[config.mk]
export PLATFORM = sky130hd
export DESIGN_NAME = signed_binary_to_decimal_ascii_top
export DESIGN_NICKNAME = d
export VERILOG_FILES = /design/src/hdl/sbda_pkg.sv /design/src/hdl/signed_binary_to_decimal_ascii_top.sv /design/src/hdl/sbda_dabble.sv /design/src/hdl/sbda_emit.sv
export SDC_FILE = /design/constraint.sdc
export NUM_CORES = 1
export LEC_CHECK = 0
export BUFFER_PORTS_ARGS = -buffer_cell sky130_fd_sc_hd__buf_2
export CAP_MARGIN = 40
export CORE_MARGIN = 2
export CORE_UTILIZATION = 44
export DETAILED_ROUTE_END_ITERATION = 10
export GPL_TIMING_DRIVEN = 0
export HOLD_SLACK_MARGIN = 0.02
export PLACE_DENSITY = 0.64
export SLEW_MARGIN = 10
export SYNTH_ARGS = -nofsm -noshare
export SYNTH_HDL_FRONTEND = slang
export SYNTH_SLANG_ARGS = --single-unit
[constraint.sdc]
create_clock -name clk -period 10.7 [get_ports clk]
set_clock_uncertainty 0.15 [all_clocks]
set_input_delay 0.535 -clock clk [delete_from_list [all_inputs] [get_ports clk]]
set_output_delay 0.535 -clock clk [all_outputs]
set_load 0.02 [all_outputs]
[src/hdl/sbda_pkg.sv]
// Shared constants and sizing helpers for the signed binary to decimal ASCII converter.
package sbda_pkg;

	localparam int VALUE_BITS_DEF = 32;

	// input bits handled by one double-dabble stage
	localparam int STAGE_BITS = 8;

	localparam logic [5:0] ASCII_ZERO  = 6'd48;
	localparam logic [5:0] ASCII_NINE  = 6'd57;
	localparam logic [5:0] ASCII_MINUS = 6'd45;

	// decimal digits needed for any value below 2^bits (1233/4096 ~ log10(2))
	function automatic int digits_for(input int bits);
		return ((bits * 1233) >> 12) + 1;
	endfunction

	// number of double-dabble stages for a given magnitude width
	function automatic int stages_for(input int bits);
		return (bits + STAGE_BITS - 1) / STAGE_BITS;
	endfunction

endpackage

[src/hdl/signed_binary_to_decimal_ascii_top.sv]
// The first character follows the magnitude, double-dabble and emitter registers.
// Throughput: one character per cycle while m_tready is high; a value has 1 to 11
// characters at 32 bits, as the emitter sends the sign and each digit as its own beat.
// The magnitude stage and the double-dabble stages take a new value every cycle while
// the emitter keeps draining; any stall freezes the whole pipeline.
// Reset (arst_n low, asynchronous) clears all valid bits and the emitter; nothing else.
module signed_binary_to_decimal_ascii_top #(
	parameter int VALUE_BITS = sbda_pkg::VALUE_BITS_DEF
) (
	input  logic                               clk,
	input  logic                               arst_n,
	input  logic                               s_tvalid,
	output logic                               s_tready,
	input  logic [((VALUE_BITS+7)/8)*8-1:0]    s_tdata,   // [VALUE_BITS-1:0] value
	output logic                               m_tvalid,
	input  logic                               m_tready,
	output logic [7:0]                         m_tdata,   // [5:0] character, [7:6] zero
	output logic                               m_tlast
);
	import sbda_pkg::*;

	localparam int DIGITS     = digits_for(VALUE_BITS);
	localparam int NUM_STAGES = stages_for(VALUE_BITS);
	localparam int MAG_W      = NUM_STAGES * STAGE_BITS;
	localparam int BCD_W      = DIGITS * 4;

	logic                  adv;
	logic                  emit_ready;
	logic [VALUE_BITS-1:0] raw;
	logic [VALUE_BITS-1:0] mag_in;
	logic                  vld_s1;
	logic                  neg_s1;
	logic [MAG_W-1:0]      mag_s1;
	logic                  vld_p [NUM_STAGES+1];
	logic                  neg_p [NUM_STAGES+1];
	logic [MAG_W-1:0]      mag_p [NUM_STAGES+1];
	logic [BCD_W-1:0]      bcd_p [NUM_STAGES+1];
	logic [5:0]            character;

	// whole pipeline moves unless the last stage holds a value the emitter cannot take
	assign adv      = !vld_p[NUM_STAGES] || emit_ready;
	assign s_tready = adv;

	// magnitude, read as unsigned so the most negative value stays exact
	assign raw    = s_tdata[VALUE_BITS-1:0];
	assign mag_in = raw[VALUE_BITS-1] ? (~raw + 1'b1) : raw;

	always_ff @(posedge clk or negedge arst_n) begin
		if (!arst_n) begin
			vld_s1 <= 1'b0;
		end else if (adv) begin
			vld_s1 <= s_tvalid;
		end
	end

	always_ff @(posedge clk) begin
		if (adv && s_tvalid) begin
			neg_s1 <= raw[VALUE_BITS-1];
			mag_s1 <= MAG_W'(mag_in);
		end
	end

	assign vld_p[0] = vld_s1;
	assign neg_p[0] = neg_s1;
	assign mag_p[0] = mag_s1;
	assign bcd_p[0] = '0;

	// double-dabble stages
	for (genvar g = 0; g < NUM_STAGES; g++) begin : g_dabble
		sbda_dabble #(
			.MAG_W  (MAG_W),
			.DIGITS (DIGITS)
		) u_dabble (
			.clk       (clk),
			.arst_n    (arst_n),
			.adv       (adv),
			.in_valid  (vld_p[g]),
			.in_neg    (neg_p[g]),
			.in_mag    (mag_p[g]),
			.in_bcd    (bcd_p[g]),
			.out_valid (vld_p[g+1]),
			.out_neg   (neg_p[g+1]),
			.out_mag   (mag_p[g+1]),
			.out_bcd   (bcd_p[g+1])
		);
	end

	sbda_emit #(
		.DIGITS (DIGITS)
	) u_emit (
		.clk       (clk),
		.arst_n    (arst_n),
		.in_valid  (vld_p[NUM_STAGES]),
		.in_neg    (neg_p[NUM_STAGES]),
		.in_bcd    (bcd_p[NUM_STAGES]),
		.in_ready  (emit_ready),
		.out_valid (m_tvalid),
		.out_ready (m_tready),
		.out_char  (character),
		.out_last  (m_tlast)
	);

	assign m_tdata = {2'b00, character};

	// every beat is a minus sign or a digit
	assert property (@(posedge clk) disable iff (!arst_n)
		m_tvalid |-> (character == ASCII_MINUS ||
			(character >= ASCII_ZERO && character <= ASCII_NINE)))
		else $error("emitted character out of range");

	// a minus sign is never the final beat of a run
	assert property (@(posedge clk) disable iff (!arst_n)
		(m_tvalid && character == ASCII_MINUS) |-> !m_tlast)
		else $error("run ends on a minus sign");

	// the pipeline only stalls while the emitter holds a value
	assert property (@(posedge clk) disable iff (!arst_n)
		!s_tready |-> m_tvalid)
		else $error("pipeline stalled with idle emitter");

endmodule

[src/hdl/sbda_dabble.sv]
// One double-dabble pipeline stage: shifts STAGE_BITS magnitude bits into the BCD digits.
module sbda_dabble #(
	parameter int MAG_W  = 32,
	parameter int DIGITS = 10
) (
	input  logic                clk,
	input  logic                arst_n,
	input  logic                adv,
	input  logic                in_valid,
	input  logic                in_neg,
	input  logic [MAG_W-1:0]    in_mag,
	input  logic [DIGITS*4-1:0] in_bcd,
	output logic                out_valid,
	output logic                out_neg,
	output logic [MAG_W-1:0]    out_mag,
	output logic [DIGITS*4-1:0] out_bcd
);
	import sbda_pkg::*;

	localparam int BCD_W = DIGITS * 4;

	logic             vld_s1;
	logic             neg_s1;
	logic [MAG_W-1:0] mag_s1;
	logic [BCD_W-1:0] bcd_s1;
	logic [BCD_W-1:0] bcd_nx;

	// add-3 correction then shift in one magnitude bit, MSB first, for each of STAGE_BITS bits
	always_comb begin
		bcd_nx = in_bcd;
		for (int i = 0; i < STAGE_BITS; i++) begin
			for (int d = 0; d < DIGITS; d++) begin
				if (bcd_nx[d*4 +: 4] >= 4'd5)
					bcd_nx[d*4 +: 4] = bcd_nx[d*4 +: 4] + 4'd3;
			end
			bcd_nx = {bcd_nx[BCD_W-2:0], in_mag[MAG_W-1-i]};
		end
	end

	// stage valid
	always_ff @(posedge clk or negedge arst_n) begin
		if (!arst_n) begin
			vld_s1 <= 1'b0;
		end else if (adv) begin
			vld_s1 <= in_valid;
		end
	end

	// stage payload
	always_ff @(posedge clk) begin
		if (adv && in_valid) begin
			neg_s1 <= in_neg;
			mag_s1 <= in_mag << STAGE_BITS;
			bcd_s1 <= bcd_nx;
		end
	end

	assign out_valid = vld_s1;
	assign out_neg   = neg_s1;
	assign out_mag   = mag_s1;
	assign out_bcd   = bcd_s1;

endmodule

[src/hdl/sbda_emit.sv]
// Character emitter: holds one converted value and sends its text one beat per character.
module sbda_emit #(
	parameter int DIGITS = 10
) (
	input  logic                clk,
	input  logic                arst_n,
	input  logic                in_valid,
	input  logic                in_neg,
	input  logic [DIGITS*4-1:0] in_bcd,
	output logic                in_ready,
	output logic                out_valid,
	input  logic                out_ready,
	output logic [5:0]          out_char,
	output logic                out_last
);
	import sbda_pkg::*;

	localparam int BCD_W = DIGITS * 4;
	localparam int IDX_W = $clog2(DIGITS);

	logic             busy_q;
	logic             sign_q;
	logic [IDX_W-1:0] pos_q;
	logic [BCD_W-1:0] bcd_q;
	logic [IDX_W-1:0] lead;
	logic [3:0]       digit;
	logic             last_beat;
	logic             done;
	logic             load;

	// highest nonzero digit, zero gives the units digit
	always_comb begin
		lead = '0;
		for (int d = 0; d < DIGITS; d++) begin
			if (in_bcd[d*4 +: 4] != 4'd0)
				lead = IDX_W'(d);
		end
	end

	assign last_beat = !sign_q && (pos_q == '0);
	assign done      = busy_q && out_ready && last_beat;
	assign in_ready  = !busy_q || done;
	assign load      = in_valid && in_ready;

	// walk: sign first, then digits from the leading one down
	always_ff @(posedge clk or negedge arst_n) begin
		if (!arst_n) begin
			busy_q <= 1'b0;
			sign_q <= 1'b0;
			pos_q  <= '0;
		end else if (load) begin
			busy_q <= 1'b1;
			sign_q <= in_neg;
			pos_q  <= lead;
		end else if (busy_q && out_ready) begin
			if (last_beat)
				busy_q <= 1'b0;
			else if (sign_q)
				sign_q <= 1'b0;
			else
				pos_q <= pos_q - 1'b1;
		end
	end

	always_ff @(posedge clk) begin
		if (load)
			bcd_q <= in_bcd;
	end

	assign digit     = bcd_q[pos_q*4 +: 4];
	assign out_valid = busy_q;
	assign out_char  = sign_q ? ASCII_MINUS : (ASCII_ZERO + {2'b00, digit});
	assign out_last  = last_beat;

endmodule

Word level (Yosys, flattened, before mapping)
Cells that the tools add are included.

word-level totals
  register bits = 284
  output and inout bits = 11
  word-level logic and storage cells = 876

operators by class
  add/subtract/negate cells = 268
  $lt $le $gt $ge = 265
  equal/unequal tests = 2
  shift operators = 1
  mux-type cells = 286
  bitwise gates (word level) = 1
  reductions and logical operators = 29

operators by type and width
  kind                                                                    count
  4-bit by 3-bit >= comparator with 1-bit output (second input constant)  255
  4-bit 2-to-1 mux                                                        254
  4-bit by 2-bit adder with 4-bit output (second input constant)          234
  3-bit 2-to-1 mux                                                        22
  3-bit by 2-bit adder with 3-bit output (second input constant)          21
  40-bit by 7-bit indexed part select with 4-bit output                   1
  4-bit nonzero test                                                      9
  32-bit by 1-bit adder with 32-bit output (second input constant)        1
  32-bit inverter                                                         1
  31-bit 2-to-1 mux                                                       1
  1-bit by 2-bit adder with 3-bit output (second input constant)          9
  1-bit by 3-bit >= comparator with 1-bit output (second input constant)  9
  1-bit logical AND                                                       9
  1-bit 2-to-1 mux                                                        8
  5-bit by 5-bit adder with 6-bit output (first input constant)           1
  6-bit 2-to-1 mux                                                        1
  4-bit logical NOT                                                       1
  2-bit != test (second input constant)                                   2
  2-bit AND reduction                                                     2
  2-bit nonzero test                                                      2
  4-bit by 1-bit subtractor with 4-bit output (second input constant)     1
  1-bit by 2-bit adder with 3-bit output (both inputs constant)           1
  1-bit by 3-bit >= comparator with 1-bit output (both inputs constant)   1
  1-bit logical NOT                                                       3
  other kinds (2)                                                         3

Logic depth before layout (Yosys ltp)
Gate-level depths: netlist of run 1.

  depth in word-level cells = 16
  mapped depth = 39
  depth with buffers taken out = 36

Modules after synthesis
A second synthesis of run 1 with hierarchy kept.

second synthesis, totals
  cell total of the unflattened synthesis = 7595
  area total of the unflattened synthesis = 58239.6 um^2

modules (own cells, without submodules)
  module                              times used  cells an instance  area an instance (um^2)  sequential area each (um^2)
  sbda_dabble                         4           1827               13558.0                  1976.9
  sbda_emit                           1           143                2120.8                   1351.3
  signed_binary_to_decimal_ascii_top  1           144                1886.8                   1016.0

Worst setup path before layout of run 1
No wires, ideal clock.

  path type = register to register
  from = register g_dabble[2].u_dabble.bcd_s1[0]
  to = register g_dabble[3].u_dabble.bcd_s1[7] (data pin)
  library setup time = 262 ps
  data arrival time = 6709 ps
  data required time = 10288 ps
  slack = 3579 ps
  cell stages (with the launch flop) = 39
  path buffers = 3
  clock period less this slack = 7121 ps
  path through = edfxtp_1 > clkbuf_1 > inv_1 > ha_1 > and2b_4 > or3_1 > nand2_1 > ha_1 > inv_1 > a2111oi_0 > or2_2 > inv_1 > ha_1 > or3_1 > a31oi_1 > mux2i_1 > inv_1 > ha_1 > [... 3 more ...] > ha_1 > nor4_1 > o21a_1 > o21ai_0 > inv_1 > ha_1 > inv_1 > o211a_1 > o211ai_1 > clkbuf_1 > inv_1 > ha_1 > clkbuf_1 > inv_1 > nand3_1 > o21ai_0 > a22oi_1 > mux2i_1

on the way
  word-level cells in the longest chain between the ends = 16
  elaborated cells between the ends (all ways) = 42
  classes of those cells = 14 x add/sub; 14 x order compare; 14 x mux

ends and longest elaborated chain
  what                                                                                                             line                                  RTL
  start, declared                                                                                                  sbda_dabble.sv:25                     logic [BCD_W-1:0] bcd_s1;
  start signal, assigned                                                                                           sbda_dabble.sv:54                     bcd_s1 <= bcd_nx;
  4-bit by 2-bit adder with 4-bit output / 4-bit by 3-bit >= comparator with 1-bit output (equally long branches)  sbda_dabble.sv:34, sbda_dabble.sv:33
  4-bit 2-to-1 mux *                                                                                               sbda_dabble.sv:33                     if (bcd_nx[d*4 +: 4] >= 4'd5)
  4-bit by 2-bit adder with 4-bit output / 4-bit by 3-bit >= comparator with 1-bit output (equally long branches)  sbda_dabble.sv:34, sbda_dabble.sv:33
  4-bit 2-to-1 mux                                                                                                 sbda_dabble.sv:33
  4-bit by 2-bit adder with 4-bit output / 4-bit by 3-bit >= comparator with 1-bit output (equally long branches)  sbda_dabble.sv:34, sbda_dabble.sv:33
  4-bit 2-to-1 mux                                                                                                 sbda_dabble.sv:33
  4-bit by 3-bit >= comparator with 1-bit output / 4-bit by 2-bit adder with 4-bit output (equally long branches)  sbda_dabble.sv:33, sbda_dabble.sv:34
  4-bit 2-to-1 mux                                                                                                 sbda_dabble.sv:33
  4-bit by 2-bit adder with 4-bit output / 4-bit by 3-bit >= comparator with 1-bit output (equally long branches)  sbda_dabble.sv:34, sbda_dabble.sv:33
  4-bit 2-to-1 mux                                                                                                 sbda_dabble.sv:33
  4-bit by 2-bit adder with 4-bit output / 4-bit by 3-bit >= comparator with 1-bit output (equally long branches)  sbda_dabble.sv:34, sbda_dabble.sv:33
  4-bit 2-to-1 mux                                                                                                 sbda_dabble.sv:33
  4-bit by 2-bit adder with 4-bit output / 4-bit by 3-bit >= comparator with 1-bit output (equally long branches)  sbda_dabble.sv:34, sbda_dabble.sv:33
  4-bit 2-to-1 mux                                                                                                 sbda_dabble.sv:33
  4-bit by 2-bit adder with 4-bit output / 4-bit by 3-bit >= comparator with 1-bit output (equally long branches)  sbda_dabble.sv:34, sbda_dabble.sv:33
  4-bit 2-to-1 mux *                                                                                               sbda_dabble.sv:33
  net g_dabble[3].u_dabble.bcd_nx[7]                                                                               sbda_dabble.sv:26                     logic [BCD_W-1:0] bcd_nx;
  end signal, assigned                                                                                             sbda_dabble.sv:54
  end, declared                                                                                                    sbda_dabble.sv:25

The timed path passes the listed nets; every way through them passes the cells marked *.
A chain may end at the register's enable or synchronous reset.

Worst setup path in the final report of run 1
Same ends and word-level chain as after synthesis.

==> results.md, run 1 <==
Die:
- The effective utilization at floorplan is 0.446.
- The die span in x is between 200 and 300 um.
- The die height is 252 um.
- The total die area is ~63,000 um^2.
- The I/O pin total is 47.
- The core region is approximately 60,000 um^2.
- The row count is 90.

Timing:
- Setup violations remaining at the end of the flow were counted as 0.
- For the final routed database, the setup TNS stands at 0 ps.
- The tightest slew margin relative to the limit is 0.431.
- The transition time of the tightest slew-check pin is 853 ps.
- The timing-limited maximum frequency is approximately 0.12 GHz.
- Counting I/O delays and the setup requirement, the final critical path takes ~8300 ps.
- Setup repair after global routing left no endpoint under its margin.
- Dividing the final minimum period by the clock period gives 0.773.
- The number of max-slew violations in the final report is 0.
- The number of endpoints with negative hold slack in the final report is 0.

Placed design:
- The HPWL after detailed placement is 41,900 um.
- The count of buffers added on input and output ports is 43.
- The congestion estimate from routability-driven global placement came to around 0.85.
- The total placed cells including tap cells is 4,137.

Logic synthesis:
- The most used flip-flop cell after synthesis is edfxtp_1.
- After synthesis, the share of cell area in mux cells is 0.0736.
- The area share of fa/ha/maj cells after synthesis is 0.0709.
- Synthesis produced a netlist whose cell count is 3,301.
- In the synthesized netlist the async set-or-reset flop fraction comes to 0.0462.
- The average footprint of a synthesized cell is 8.17 um^2.
- Of the total synthesized cell area, the portion taken by XOR and XNOR cells is 0.0520.
- By area, the combinational part of the netlist is dominated by compound AO/OA/AOI/OAI gates.
- Summing every instance area after synthesis gives 27,000 um^2.
- The count of flip-flops with a built-in enable after synthesis is 227.
- Of the total synthesized cell area, the portion taken by AND, OR, NAND and NOR gates is 0.204.
- The count of different cell masters after synthesis is 109.
- The number of warnings reported in the yosys synthesis log is 0.
- The area fraction in compound gates after synthesis was 0.292.
- The share of synthesized area occupied by flip-flops and latches is 0.263.
- Synthesis inferred 238 register bits.

Setup path:
- The category of the worst setup path launch point is a flop.
- The library cell appearing most often on the critical path is inv_1.
- The cell family with the largest share of critical-path delay is compound AO/OA/AOI/OAI gates.
- The path type of the worst setup path is reg -> reg.
- The highest-delay cell along the critical path is a2111oi_0.
- STA puts the critical path data required time at around 11,000 ps.
- The count of buffering cells on the critical path with inverters included is 12.
- The delay of the slowest critical-path stage is 420 ps.
- STA classifies the critical path endpoint as a flop.
- The maximum fanout count along the critical path is 10.
- The arrival time of the worst setup path is 8440 ps.

Global routing:
- The first-pass GRT wire length is between 90,000 and 100,000 um.
- The number of global-route vias before repair was roughly 22,000.
- The initial antenna violation count was 0.
- The global routing usage summed across all routing layers is 0.170.
- The overall overflow remaining after global route is 0.
- The pin count of the biggest net entering global routing is 35.

Clock network:
- The worst-skew pair later-pin latency is 570 ps.
- CTS saw 238 sinks.
- TritonCTS created 28 clock buffers.
- The deepest clock path buffer count is 3.
- Clock-pin slew was measured on the worst setup and hold paths at approximately 60 ps.
- In this run the number of H-tree levels came out at 1.
- The CTS tree is done.
- The clock tree root buffer cell is clkbuf_16.

Finish:
- The number of standard cells in the final layout excluding fillers is 4,191.
- The signed area change from the synthesized netlist to the final layout is 8.64%.
- Fill cells in the final layout number around 5,800.
- The net count of the finished layout is 3,576.
- The area used by multi-input combinational logic is 18,700 um^2.
- The repair_antennas step left the layout with diodes totalling 0.
- The library cell used most frequently in the layout, excluding fill and tap cells, is nand2_1.
- The share of final-layout standard cells stronger than drive strength 1 is 0.0892.
- The sequential cells in the finished layout cover a total of slightly above 7000 um^2.
- The library cells used most frequently in the layout, excluding fill and tap cells, are nand2_1 (315), nor2_1 (260), o21ai_0 (251).

Worst hold path:
- The type of the worst min-delay path is in -> reg.

Drt:
- The vias per cell is 5.72.
- In the routed design, unresolved DRC markers number 0.
- The number of nets still failing antenna checks after routing is 0.
- The final layout contains routed wiring with a total length of 54,700 um.
- For this block, the initial DRC count from the detailed router was 1,619.
- Summing over every cut layer, the via total after detailed routing is 24,000.
- Dividing the detail-routed wire length by the instance count gives 13.0 um.
- The first TritonRoute pass finished after 5 iterations.

Job:
- Across the run, the number of max-cap violations was 0.

Run status:
- The flow ran to the end, and the final reports show no timing, DRC or antenna violations.
## metrics by stage
stage / utilization / worst slack, ps / hold slack, ps / cell area (um^2)
4_1_cts: 0.484 / 2520 / 82.3 / 29300
5_1_grt: 0.484 / 1630 / 108 / 29300
2_1_floorplan: - / 3580 / 89.4 / 27000
6_report: 0.484 / 2430 / 107 / 29300
3_5_place_dp: 0.468 / 2550 / 255 / 28300
3_3_place_gp: 0.466 / 2570 / 251 / 28200
## layout make-up
| cell class | instances | area share |
|---|---|---|
| clock buffer | 30 | 0.0242 |
| multi-input combinational | 2751 | 0.638 |
| sequential | 238 | 0.242 |
| inverter | 219 | 0.0281 |
| buffer | 94 | 0.0129 |
| timing repair buffer | 56 | 0.0136 |
| clock inverter | 21 | 0.00795 |
| tap | 782 | 0.0334 |
## repair_timing
item,4_1_cts,5_1_grt
hold buffers,3,0
buffers inserted,0,0
gates resized for setup,0,0
endpoints found under the hold margin,13,0
## cell usage after synthesis (all sizes together) (18+ instances only)
master | instances | area share
nor3 | 81 | 0.015
o32ai | 18 | 0.0067
or3 | 32 | 0.0076
o221ai | 22 | 0.0078
a21oi | 230 | 0.043
clkbuf | 78 | 0.011
a221oi | 19 | 0.0071
a211o | 19 | 0.0062
nand3b | 20 | 0.0056
a22oi | 22 | 0.0061
nand2b | 87 | 0.020
mux2i | 113 | 0.042
and2 | 49 | 0.011
inv | 217 | 0.030
nor2b | 57 | 0.013
xnor2 | 118 | 0.039
nand3 | 76 | 0.014
a211oi | 48 | 0.014
and3 | 23 | 0.0053
o22ai | 40 | 0.0095
a21boi | 24 | 0.0067
a21o | 39 | 0.011
ha | 152 | 0.071
o211ai | 56 | 0.016
or2 | 37 | 0.0086
o21bai | 25 | 0.0070
a31oi | 51 | 0.012
edfxtp | 227 | 0.25
o31ai | 40 | 0.012
nor4 | 23 | 0.0058
mux2 | 59 | 0.025
o21ai | 267 | 0.050
o21a | 46 | 0.013
xor2 | 34 | 0.012
nor2 | 261 | 0.037
nand2 | 316 | 0.044
## path summary, 6_finish.rpt
check | startpoint | endpoint | slack, ps | depth (start not counted)
setup reg to reg | g_dabble[2].u_dabble.out_bcd[0] | g_dabble[3].u_dabble.out_bcd[7] | 2430 | 38
hold / removal | s_tdata[19] | mag_s1[19] | 110 | 2
hold reg to reg | g_dabble[0].u_dabble.out_mag[13] | g_dabble[1].u_dabble.out_mag[21] | 260 | 0
max in group asynchronous | arst_n | u_emit.sign_q | 9980 | 2
setup / recovery | g_dabble[2].u_dabble.out_bcd[0] | g_dabble[3].u_dabble.out_bcd[7] | 2430 | 38
min in group asynchronous | arst_n | g_dabble[3].u_dabble.out_valid | 220 | 2
## worst register-to-register path, delay by kind of cell (launching register included)
family,cells,cell delay (ps)
buffers and inverters,12,1890
AO/OA/AOI/OAI,9,1950
AND/OR/NAND/NOR,8,1870
flip-flops,1,400
multiplexers,2,230
adder cells (fa/ha/maj),7,1560
## kinds of logic after synthesis
logic type	Yosys count
compound gates	1148
xor+xnor	153
fa+ha+maj	153
buf+inv	313
flops	238
mux	180
other cells	2
simple gates	1114
## layer usage
layer,part of all wire,vias to the layer above,global-route usage,wire [um]
met3,0.028,45,0.0145,1540
met5,0,-,0,0
met2,0.45,327,0.286,24800
li1,-,12600,-,-
met4,0.011,0,0.0296,598
met1,0.51,10900,0.240,27700
## state kept, by name, indices dropped and copies added (netlist names)
| register | flops |
|---|---|
| u_emit.sign_q | 1 |
| u_emit.pos_q | 4 |
| g_dabble.u_dabble.out_mag | 48 |
| u_emit.out_valid | 1 |
| g_dabble.u_dabble.out_neg | 4 |
| vld_s1 | 1 |
| mag_s1 | 32 |
| neg_s1 | 1 |
| u_emit.bcd_q | 40 |
| g_dabble.u_dabble.out_bcd | 102 |
| g_dabble.u_dabble.out_valid | 4 |
Power of run 1 is left out: the tool's default activity adds up to more than one toggle a clock period on the data nets, which glitch-free logic cannot reach.
==> run 2, diff against run 1 <==
Settings changed: PLACE_DENSITY 0.64 to 0.66.
Clock period 10.7 ns to 7.4 ns, I/O delays scaled along.
==> run 2 against run 1 <==
Against the previous run:
- sequential cell count unchanged
- sequential share of layout area fell by 0.91 points
- worst hold slack worse by 47 ps
- via count increased by 2.1%
- final area increased by 3.9%
- critical path depth is 8 lower
- critical path type unchanged
- largest cell class unchanged
==> results.md, run 2 (synthesized netlist as in run 1, its figures left out) <==
Run status:
- The flow ran to the end, and the final reports show no timing, DRC or antenna violations.

Setup path:
- The cell that appears most often on the critical path is ha_1.
- The endpoint of the worst register-to-register path is g_dabble[3].u_dabble.out_bcd[19].
- The critical path runs through a total of 30 cells.
- Along the worst path, the maximum fanout reaches 7.
- The number of buffers and inverters on the critical path is 4.
- The worst setup path is captured at a flop.
- The path type of the worst setup path is reg -> reg.
- For the worst setup path, the data required time is 7560 ps.
- The cell family with the largest share of critical-path delay is compound AO/OA/AOI/OAI gates.
- The startpoint of the lowest-slack register-to-register path is g_dabble[2].u_dabble.out_bcd[13].
- The slowest stage of the critical path belongs to the cell edfxtp_1.
- For the worst setup path, the data arrival time is about 7100 ps.
- The category of the worst setup path launch point is a flop.
- The number of cells on the worst reg-to-reg path is 30.
- The delay of the slowest critical-path stage is about 420 ps.
- The worst-case register-to-register setup slack is 430 ps.

Worst hold path:
- The path class of the tightest hold or removal check is in -> reg.
- The hold path depth is 3.
- The startpoint identified for the worst hold timing path is s_tdata[1].
- The worst hold path terminates at mag_s1[1].

Placed design:
- The congestion estimate from routability-driven global placement came to between 0.8 and 0.9.
- During placement, the flow inserted port buffers numbering 43.
- Timing analysis after detailed placement gives a worst setup slack of -714 ps.
- Detailed placement ended at an HPWL of 41,800 um.
- The total placed cells including tap cells is 4,136.

Timing:
- The tightest slew margin relative to the limit is 0.383.
- The transition time of the tightest slew-check pin is 926 ps.
- The timing-limited maximum frequency is around 0.14 GHz.
- Across all hold checks on the routed design, the worst slack comes to ~60 ps.
- The part of the cycle the worst path needs is 0.942.
- In the final timing run, aggregate negative setup slack is 0 ps.
- The number of max-slew violations in the final report is 0.
- Once routing completed, OpenROAD measured the worst setup slack at 429 ps.
- The number of endpoints failing setup at the final stage is 0.
- The number of endpoints with negative hold slack in the final report was 0.
- The shortest period the worst path allows is 6970 ps.

Die:
- The die height is around 250 um.
- The total die area is approximately 63,000 um^2.
- The core footprint is 60,500 um^2.
- The initialized floorplan defines 90 standard-cell rows.
- The I/O pin total is 47.
- The initial utilization of the core area, before any placement, comes to 0.446.
- From left edge to right edge, the die measures 252 um.

Drt:
- The number of detailed-route iterations in the first pass is 7.
- The count of vias placed by the detailed router is 24,500.
- Detailed routing placed a total of 1820 um of wire on met3.
- The vias per cell is about 5.7.
- After detailed routing, the number of remaining DRC violations is 0.
- The detailed-route wire length is between 50,000 and 60,000 um.
- The met2 wire length is roughly 26,000 um.
- The number of DRC violations after detailed-routing iteration 0 is 1,639.
- The count of nets left with antenna violations once routing finished came out at 0.
- The detail-routed net length per standard cell is 13.3 um.
- The routed metal-1 wirelength is 27,700 um.
- The uppermost metal layer occupied by signal nets is met4.

Clock network:
- The CTS H-tree depth is 1.
- The number of buffers added by the clock tree synthesis step is 28.
- The clock tree root buffer cell is clkbuf_16.
- The number of clock sinks seen by CTS is ~240.
- The deepest clock path buffer count is 3.
- TritonCTS built the clock tree.
- The clock transition at the registers of the reported paths is 60 ps.
- For the worst-skew pair, the clock arrives at the later sink with an insertion delay of around 570 ps.

Global routing:
- Entering global routing, the biggest net connects 40 pins.
- The overall overflow remaining after global route is 0.
- The first-pass GRT wire length is between 90,000 and 100,000 um.
- The number of global-route vias before repair is 21,900.
- The initial antenna violation count is 0.
- The global routing usage summed across all routing layers is 0.170.

Finish:
- Leaving out fill and tap cells, the most frequent cell in the layout is nand2_1.
- The flip-flop count of the largest register, all copies and words added is a little over 100.
- The finished layout holds 4,255 standard cells, fillers aside.
- Leaving out fill and tap cells, the most frequent cells in the layout are nand2_1 (314), nor2_1 (258), o21ai_0 (244).
- Of the cells placed in the final design, the portion with a size suffix greater than 1 is 0.127.
- After the last flow step, the layout net total stands at 3,640.
- The signed area change from the synthesized netlist to the final layout is 12.9%.
- The number of inserted diodes is 0.

Job:
- The number of max-cap violations is 0.
-- run 2: cell types whose count changed in the layout (fill, tap and decap cells not counted), sizes merged --
cell         previous run  this run
buf                    69       108
clkinv                 12        11
clkbuf                108       102
inv                   221       222
dlygate4sd3             3        34
-- run 2: metrics by stage --
stage / cell area [um^2] / util
finish: 30400 / 0.503
global route: 30400 / 0.503
CTS: 29700 / 0.490
detailed placement: 28300 / 0.468
global placement: 28200 / 0.466
floorplan: 27000 / -
-- run 2: layout make-up --
cell class,count,area [um^2]
well taps,782,978
multi-input cells,2751,19200
plain buffers,90,375
clock inverters,21,211
flip-flops and latches,238,7090
inverters,219,822
repair buffers,124,975
fillers,5697,30000
clock buffers,30,739
-- run 2: worst max path at each step --
stage / start / endpoint / slack (ps)
after detailed placement: g_dabble[2].u_dabble.out_bcd[0] / g_dabble[3].u_dabble.out_bcd[7] / -710
after CTS: g_dabble[2].u_dabble.out_bcd[0] / g_dabble[3].u_dabble.out_bcd[6] / 20
after floorplan: g_dabble[2].u_dabble.out_bcd[0] / g_dabble[3].u_dabble.out_bcd[7] / 280
after global routing: g_dabble[1].u_dabble.out_bcd[12] / g_dabble[2].u_dabble.out_bcd[17] / -80
after global placement: g_dabble[2].u_dabble.out_bcd[0] / g_dabble[3].u_dabble.out_bcd[7] / -720
final: g_dabble[2].u_dabble.out_bcd[13] / g_dabble[3].u_dabble.out_bcd[19] / 430
-- run 2: metal layers --
| layer | up-vias | GRT usage |
|---|---|---|
| met3 | 61 | 0.0186 |
| li1 | 12800 | - |
| met4 | 0 | 0.0298 |
| met1 | 11200 | 0.231 |
| met2 | 382 | 0.293 |
| met5 | - | 0 |
-- run 2: tightest hold or removal path, stage by stage --
cell	delay, ps
buf_2	100
inv_1	50
o21ai_0	140
-- run 2: timing repair --
item | in CTS | in global routing
hold endpoints to repair | 45 | 0
pin swaps | 1 | 15
gates resized for setup | 12 | 113
endpoints found under the setup margin | 17 | 72
hold buffers | 34 | 0
cloned | 0 | 0
setup buffers | 2 | 36
Power of run 2 is left out for the same reason.
==> run 3, diff against run 2 <==
Settings changed: CAP_MARGIN 40 to default, CTS_CLUSTER_DIAMETER from default to 120, PLACE_DENSITY 0.66 to 0.64.
Clock period 7.4 ns to 7.85 ns, I/O delays scaled along.
==> run 3 against run 2 <==
Against the previous run:
- cell count shrank 0.75%
- largest cell class unchanged
- worst hold slack got worse by 14 ps
- highest routed layer unchanged
- non-clock buffer count fell by 32
==> results.md, run 3 (synthesized netlist as in run 1, its figures left out) <==
Drt:
- The number of DRC violations after detailed-routing iteration 0 is 1,417.
- Summed over all layers, the routed wires come to 55,600 um.
- The number of detailed-route iterations in the first pass is 7.
- The count of nets left with antenna violations once routing finished came out at 0.
- The DRC violation count after routing is 0.
- The detail-routed net length per standard cell is 13.2 um.
- The vias per cell is about 5.7.
- The routed layout has 24,100 vias.

Finish:
- The signed area change from the synthesized netlist to the final layout is 10.3%.
- The number of inserted diodes is 0.
- The net count of the finished layout is 3,608.
- Measured on the finished design, the core utilization comes to 0.492.
- The flip-flop count of the largest register, all copies and words added is 102.
- The final-layout fill cell count is 5,751.
- Leaving out fill and tap cells, the most frequent cell in the layout is nand2_1.
- The share of final-layout standard cells stronger than drive strength 1 is 0.0997.
- The top cell types in the final layout, fill and taps aside, are nand2_1 (315), nor2_1 (260), o21ai_0 (249).

Worst hold path:
- The type of the worst min-delay path is in -> reg.
- Counting instances, the worst hold path has a depth of 3.

Global routing:
- Entering global routing, the biggest net connects 35 pins.
- The number of global-route vias before repair is 21,800.
- The initial antenna violation count came to 0.
- The total overflow left after global routing is 0.
- Across every metal layer, demand over resource in global routing totals 0.172.
- The first global-routing pass estimated 96,900 um of wire.

Placed design:
- The count of buffers added on input and output ports is 43.
- The weighted congestion at the end of routability-driven global placement is 0.854.
- OpenSTA, run right after detailed placement, puts the worst setup slack at -323 ps.
- The HPWL after detailed placement is 42,100 um.

Job:
- The number of max-cap violations is 0.

Setup path:
- The arrival time of the worst setup path is 7370 ps.
- The largest individual stage delay along the critical path comes from the cell edfxtp_1.
- Across all register-to-register paths, the minimum setup slack is 640 ps.
- The depth of the most critical reg-to-reg path is 36.
- In this run the critical register-to-register path is launched from g_dabble[2].u_dabble.out_bcd[1].
- STA classifies the critical path startpoint as a flop.
- Along the worst path, the maximum fanout reaches 8.
- The critical path starts at g_dabble[2].u_dabble.out_bcd[1].
- The path type of the worst setup path is reg -> reg.
- The delay of the slowest critical-path stage is roughly 450 ps.
- The library cell appearing most often on the critical path is inv_1.
- The critical path ends at g_dabble[3].u_dabble.out_bcd[6].
- The kind of end point of the critical path is a flop.
- The endpoint of the worst register-to-register path is g_dabble[3].u_dabble.out_bcd[6].
- The required time reported for the critical path endpoint is 8010 ps.

Die:
- The I/O pin total is 47.
- The die span in x is 252 um.
- The die covers approximately 63,000 um^2.
- The effective utilization at floorplan is 0.446.
- The die height is 252 um.
- The core footprint is just over 60,000 um^2.
- The row count is 90.

Timing:
- Setup violations remaining at the end of the flow were counted as 0.
- The timing-limited maximum frequency is between 0.1 and 0.15 GHz.
- The number of max-slew violations in the final report is 0.
- For the pin with the worst max-slew slack, the measured transition is between 1000 and 1500 ps.
- Of the available clock period, the critical path in the final layout requires 0.919.
- The shortest period the worst path allows is ~7000 ps.
- The number of endpoints with negative hold slack in the final report is 0.
- The worst pin sits at a relative slew slack of 0.232.
- The worst setup margin is between 600 and 700 ps.
- The worst hold-check slack is 46.6 ps.

Clock network:
- Counting along the longest clock path gives a buffer depth of 3.
- CTS saw around 240 sinks.
- The number of buffers added by the clock tree synthesis step is 28.
- The CTS H-tree depth is 1.
- The clock transition at the registers of the reported paths is 60 ps.
- TritonCTS built the clock tree.
- The tree is rooted in a clkbuf_16.
- The worst-skew pair later-pin latency is 580 ps.

Run status:
- The run finished with clean final reports.
## run 3: cell type report
cell class                 count  area (um^2)  area share
buffer                        92          379      0.0127
clock buffer                  30          708      0.0238
clock inverter                21          191     0.00643
inverter                     219          822      0.0276
multi-input combinational   2751        18800       0.633
sequential                   238         7090       0.238
tap                          782          978      0.0329
timing repair buffer          90          741      0.0249
## run 3: worst min path at each step
stage | end | startpoint | slack, ps
global placement | g_dabble[2].u_dabble.out_valid | arst_n | 140
detailed placement | u_emit.sign_q | arst_n | 140
finish | vld_s1 | s_tvalid | 50
global route | vld_s1 | s_tvalid | 50
CTS | vld_s1 | s_tvalid | 30
floorplan | g_dabble[0].u_dabble.out_valid | arst_n | -50
## run 3: layer usage
metal	share of wire	global-route usage	wire, um	vias to the layer above
met4	0.0090	0.0262	498	0
li1	-	-	-	12700
met3	0.033	0.0203	1830	31
met2	0.46	0.293	25400	290
met5	0	0	0	-
met1	0.50	0.237	27900	11100
## run 3: critical path, delay by kind of cell, from the launching register on
kind	cells	cell delay, ps
AOI/OAI and AO/OA	10	2200
muxes	1	140
buffers and inverters	8	790
and+or+nand+nor	11	1890
DFF	1	450
adders and majority gates	6	1320
## run 3: what timing repair did
item | 4_1_cts | 5_1_grt
endpoints found under the setup margin | 4 | 49
gates resized for setup | 1 | 41
hold buffers | 33 | 0
endpoints found under the hold margin | 44 | 0
pin swaps | 0 | 6
setup buffers | 1 | 7
gates cloned | 0 | 0
## run 3: per-stage QoR
step           TNS [ps]  instance area, um^2  std cells
2_1_floorplan         0                27000       3302
3_3_place_gp       -967                28200       4127
3_5_place_dp      -1050                28300       4133
4_1_cts               0                29500       4217
5_1_grt           -11.4                29800       4223
6_report              0                29800       4223
Power of run 3 is left out for the same reason.
